`src/design/mbs_pkg.sv`:
```
// mbs_pkg: shared types, constants and the palette lookup of the metaball pixel shader
// no dependencies; used by mbs_div, metaball_pixel_shader and mbs_checker
package mbs_pkg;

    // fixed field widths
    localparam int COORD_W = 12;
    localparam int MASS_W  = 20;
    localparam int CH_W    = 8;
    localparam int QUO_W   = 8;
    localparam int CFG_W   = 8;

    // shared divider runs one saturation step and then one step per quotient bit
    localparam int STEP_W    = 4;
    localparam int SAT_STEP  = QUO_W;

    // palette constants
    localparam logic [CH_W-1:0] CH_MAX     = 8'hFF;
    localparam logic [CH_W-1:0] PLASMA_TOP = 8'hFC;
    localparam int              GRAY_STEP  = 5;
    localparam int              RAMP_SHIFT = 2;

    // input word kinds
    localparam logic KIND_LOAD  = 1'b0;
    localparam logic KIND_PIXEL = 1'b1;

    // configuration register indexes
    typedef enum logic {
        REG_PALETTE_MODE = 1'b0,
        REG_BALL_COUNT   = 1'b1
    } cfg_reg_t;

    // palette modes
    localparam logic MODE_GRAY   = 1'b0;
    localparam logic MODE_PLASMA = 1'b1;

    typedef struct packed {
        logic [CH_W-1:0] red;
        logic [CH_W-1:0] green;
        logic [CH_W-1:0] blue;
    } rgb_t;

    // palette entry for index idx under the given mode
    function automatic rgb_t palette_entry(input logic mode, input logic [CH_W-1:0] idx);
        rgb_t            c;
        logic [10:0]     prod5;
        logic [CH_W-1:0] ramp;
        c     = '0;
        prod5 = 11'(idx) * 11'(GRAY_STEP);
        ramp  = '0;
        if (mode == MODE_GRAY)
        begin
            if (prod5 >= 11'(CH_MAX))
            begin
                c = '0;
            end
            else
            begin
                c.red   = CH_MAX - prod5[CH_W-1:0];
                c.green = CH_MAX - prod5[CH_W-1:0];
                c.blue  = CH_MAX - prod5[CH_W-1:0];
            end
        end
        else if (idx <= 8'd62)
        begin
            ramp  = idx + 8'd1;
            c.red = ramp << RAMP_SHIFT;
        end
        else if (idx <= 8'd125)
        begin
            ramp    = idx - 8'd62;
            c.red   = PLASMA_TOP;
            c.green = ramp << RAMP_SHIFT;
        end
        else if (idx <= 8'd188)
        begin
            ramp    = idx - 8'd125;
            c.red   = PLASMA_TOP;
            c.green = PLASMA_TOP;
            c.blue  = ramp << RAMP_SHIFT;
        end
        else
        begin
            c.red   = PLASMA_TOP;
            c.green = PLASMA_TOP;
            c.blue  = PLASMA_TOP;
        end
        return c;
    endfunction

endpackage

```
`src/design/mbs_div.sv`:
```
// mbs_div: shared restoring divider with an 8-bit quotient that saturates at 255
// depends on mbs_pkg for step and quotient widths
module mbs_div #(
    parameter int DVD_W = 20,
    parameter int DVS_W = 25
) (
    input  logic                     clk,
    input  logic                     rst_n,
    input  logic                     start,
    input  logic [DVD_W-1:0]         dividend,
    input  logic [DVS_W-1:0]         divisor,
    output logic                     done,
    output logic [mbs_pkg::QUO_W-1:0] quotient
);

    localparam int SH_W  = DVS_W + mbs_pkg::QUO_W;
    localparam int CMP_W = (SH_W > DVD_W) ? SH_W : DVD_W;

    logic                      busy_reg, busy_next;
    logic                      done_reg, done_next;
    logic [mbs_pkg::STEP_W-1:0] step_reg, step_next;
    logic [DVD_W-1:0]          rem_reg, rem_next;
    logic [SH_W-1:0]           dsh_reg, dsh_next;
    logic [mbs_pkg::QUO_W-1:0] quo_reg, quo_next;

    logic [CMP_W-1:0] rem_ext, dsh_ext, diff;
    logic             ge;

    // one compare and subtract per cycle against the shifted divisor
    assign rem_ext = CMP_W'(rem_reg);
    assign dsh_ext = CMP_W'(dsh_reg);
    assign ge      = rem_ext >= dsh_ext;
    assign diff    = rem_ext - dsh_ext;

    always_comb
    begin
        busy_next = busy_reg;
        done_next = 1'b0;
        step_next = step_reg;
        rem_next  = rem_reg;
        dsh_next  = dsh_reg;
        quo_next  = quo_reg;
        if (start)
        begin
            busy_next = 1'b1;
            rem_next  = dividend;
            dsh_next  = {divisor, {mbs_pkg::QUO_W{1'b0}}};
            step_next = mbs_pkg::STEP_W'(mbs_pkg::SAT_STEP);
            quo_next  = '0;
        end
        else if (busy_reg)
        begin
            dsh_next  = dsh_reg >> 1;
            step_next = step_reg - 1'b1;
            if (step_reg == mbs_pkg::STEP_W'(mbs_pkg::SAT_STEP))
            begin
                // quotient of 256 or more saturates at once
                if (ge)
                begin
                    quo_next  = mbs_pkg::CH_MAX;
                    busy_next = 1'b0;
                    done_next = 1'b1;
                end
            end
            else
            begin
                quo_next = {quo_reg[mbs_pkg::QUO_W-2:0], ge};
                if (ge)
                begin
                    rem_next = DVD_W'(diff);
                end
                if (step_reg == '0)
                begin
                    busy_next = 1'b0;
                    done_next = 1'b1;
                end
            end
        end
    end

    // control state
    always_ff @(posedge clk or negedge rst_n)
    begin
        if (!rst_n)
        begin
            busy_reg <= 1'b0;
            done_reg <= 1'b0;
            step_reg <= '0;
        end
        else
        begin
            busy_reg <= busy_next;
            done_reg <= done_next;
            step_reg <= step_next;
        end
    end

    // datapath
    always_ff @(posedge clk)
    begin
        rem_reg <= rem_next;
        dsh_reg <= dsh_next;
        quo_reg <= quo_next;
    end

    assign done     = done_reg;
    assign quotient = quo_reg;

endmodule

```
`config.mk`:
```
export PLATFORM = sky130hd
export DESIGN_NAME = mbs_div
export DESIGN_NICKNAME = d
export VERILOG_FILES = /design/src/design/mbs_pkg.sv /design/src/design/mbs_div.sv
export SDC_FILE = /design/constraint.sdc
export NUM_CORES = 1
export LEC_CHECK = 0
export BUFFER_PORTS_ARGS = -buffer_cell sky130_fd_sc_hd__buf_2
export CORE_UTILIZATION = 50
export CTS_CLUSTER_DIAMETER = 200
export DETAILED_ROUTE_END_ITERATION = 16
export GPL_TIMING_DRIVEN = 0
export PLACE_DENSITY = 0.72
export SYNTH_ARGS = -nofsm -noshare
export SYNTH_HDL_FRONTEND = slang
export SYNTH_SLANG_ARGS = --single-unit
export TNS_END_PERCENT = 20
```
`constraint.sdc`:
```
create_clock -name clk -period 3.4 [get_ports clk]
set_input_delay 0.17 -clock clk [delete_from_list [all_inputs] [get_ports clk]]
set_output_delay 0.17 -clock clk [all_outputs]
set_load 0.01 [all_outputs]
```
==> qor.yml <==
nFillCells: 702
synth_common_cells: "nand2_1 (58), edfxtp_1 (45), inv_1 (27)"
routed_wl_um: 9460
fin_util_pct: 59.8
grtUsageTotal_pct: 24.6
drt_iter0_drc: 143
reg2reg_depth: 9
synth_nets: 483
ioPinCount: 57
synth_area_um2: 4000
powerDensity_nw_per_um2: 650
drive_above_1_share_pct: 19.6
hpwl_um: 6910
wl_met3_um: 501
synthMostInstantiatedCell: "nand2_1"
clock_skew_ns: 0.0110
overflow: 0
finalSetupViolations: 0
hold_viol: 0
hold_class: "input pin to register"
port_buffers: 55
clock_path_buffers: 2
grt_antenna_before_repair: 0
areaGrowthSynthToFinish_pct: 15.6
whs_path_depth: 3
ys_seq_elements: 67
synth_cells: 412
arrival_ns: 2.95
slew_viol_final: 0
tightest_slew_ns: 0.694
top_layer_used: "met4"
cpMostUsedCell: "o21ai_2"
clk_latency_ns: 0.36
via_per_inst: 5.57
place_inst: 570
coreArea_um2: 7730
place_congestion: 0.874
clkSinkCount: 67
synth_xor_area_share_pct: 2.85
synthArstFlopShare_pct: 8.96
cts_buffers: 9
clk_pin_slew_ns: 0.08
seq_area_um2: 1820
cts_resized: 0
synth-simple-area-share_pct: 14.8
routedWlPerCell_um: 16.1
ys.flop_type: "edfxtp_1"
synth.mux.area_fraction_pct: 4.26
grt_pass1_wl_um: 15900
cts_tree: "yes"
initial_utilization_pct: 51.7
syn_area_per_cell_um2: 9.70
largest_register_ffs: 33
cp_cell_sequence: "inv_1 > ha_1 > nand2_2 > nor4_4 > o211ai_1 > nand3_2 > o21ai_2 > o21ai_2 > buf_8"
antenna_cells: 0
synthAdderAreaFrac_pct: 7.39
ys_seq_area_share_pct: 45.6
fp.dieH_um: 91.4
grt_start_max_net_pins: 26
crit_path_max_fanout: 11
synthDistinctLibCells: 54
fmax_mhz: 347
die_w_um: 91.4
drtAntennaViolNets: 0
cts_root_buffer: "clkbuf_8"
worst-path-stages: 9
synth_edf_count: 45
max-vdd-ir-drop_v: 0.000379
leakage_nw: 2.03
crit_family: "compound AO/OA/AOI/OAI gates"
rsz0062_at_grt: "no"
path_class: "register to register"
finalCriticalPeriod_ns: 2.88
vias: 3270
cp-start-kind: "register"
setup.worst_path.end_class: "register"
dieArea_um2: 8360
synth_top_family_by_area: "compound AO/OA/AOI/OAI gates"
synth_top_area_share_pct: 33.8
slowest_delay_ns: 0.56
drt-met1-wl_um: 4290
htree_levels: 3
wl_met2_um: 4490
nNetsFinal: 551
crit_slowest_cell: "o21ai_2"
maxCapViolCount: 0
multiInputGateArea_um2: 2000
synth_area_leaders: "edfxtp_1 (34%), dfxtp_1 (8.0%), ha_1 (6.9%)"
synth-compound-area-share_pct: 20.6
crit_buf_inv: 2
relSlewSlack_pct: 53.7
row_count: 32
grt_pass1_vias: 3264
p_total_mw: 3.01
final_cells: 587
cp.required_ns: 3.47
status: "complete, no violations"
tns_ns: 0
post-route-period-util_pct: 84.7
drtPass1Iterations: 5
drc_errors: 0
synthesis.yosys.warnings: 0
yosys.area.top_type: "edfxtp_1"
## what timing repair did
item / in CTS / in global routing
endpoints found under the hold margin: 6 / 0
buffers inserted: 0 / 0
hold buffers: 1 / 0
## layout by cell type (no fill, tap or decap), drive strengths merged, types with 6 or more instances in the layout
cell and instances:
o21bai 6, nor2 25, a22o 13, clkbuf 23, o21a 6, buf 62
xnor2 9, nand2 59, edfxtp 45, o21ai 46, mux2i 17, a211oi 7
nor3 7, a21oi 24, inv 31, dfrtp 6, dfxtp 16, ha 22
## kinds of logic after synthesis
kind of cell	after synthesis
AND/OR/NAND/NOR	123
XOR/XNOR	13
adder cells (fa/ha/maj)	23
buffers and inverters	47
multiplexers	17
AO/OA/AOI/OAI	122
flip-flops	67
## final cells by class
type                       instances  share of cell area, %
timing repair buffer              57                   6.50
multi-input combinational        298                   43.2
tap                              102                   2.76
clock inverter                     5                  0.677
buffer                            18                   1.57
sequential                        67                   39.4
inverter                          29                   2.35
clock buffer                      11                   3.52
## tightest hold or removal path: stages
cell	delay, ns
buf_2	0.08
nand2_1	0.04
o31ai_1	0.05
## final timing paths
path | slack, ns | to | start
max | 0.52 | rem_reg[3] | dsh_ext[11]
min reg2reg | 0.51 | quotient[0] | quotient[0]
max in group asynchronous | 3.09 | busy_reg | rst_n
min | 0.08 | rem_reg[9] | dividend[9]
max reg2reg | 0.52 | rem_reg[3] | dsh_ext[11]
min in group asynchronous | 0.16 | step_reg[0] | rst_n
## where the power goes
part / switching [mW] / internal (mW)
combinational: 0.719 / 0.489
sequential: 0.0779 / 1.05
clock: 0.340 / 0.330
## routing by layer
metal	vias to the layer above	GRT usage (%)
li1	1627	-
met1	1547	31.7
met2	82	41.0
met3	14	4.61
met4	0	9.26
met5	-	0
## per-stage QoR
| step | setup WS (ns) | instance area, µm² | hold slack, ns |
|---|---|---|---|
| 4_1_cts | 0.485 | 4620 | 0.0760 |
| 6_report | 0.521 | 4620 | 0.0796 |
| 5_1_grt | 0.347 | 4620 | 0.0949 |
| 2_1_floorplan | 0.535 | 4000 | -0.126 |
| 3_5_place_dp | 0.512 | 4420 | 0.00259 |
| 3_3_place_gp | -0.284 | 4400 | 0.00123 |
Note: power is estimated with default switching activity, not from simulation.
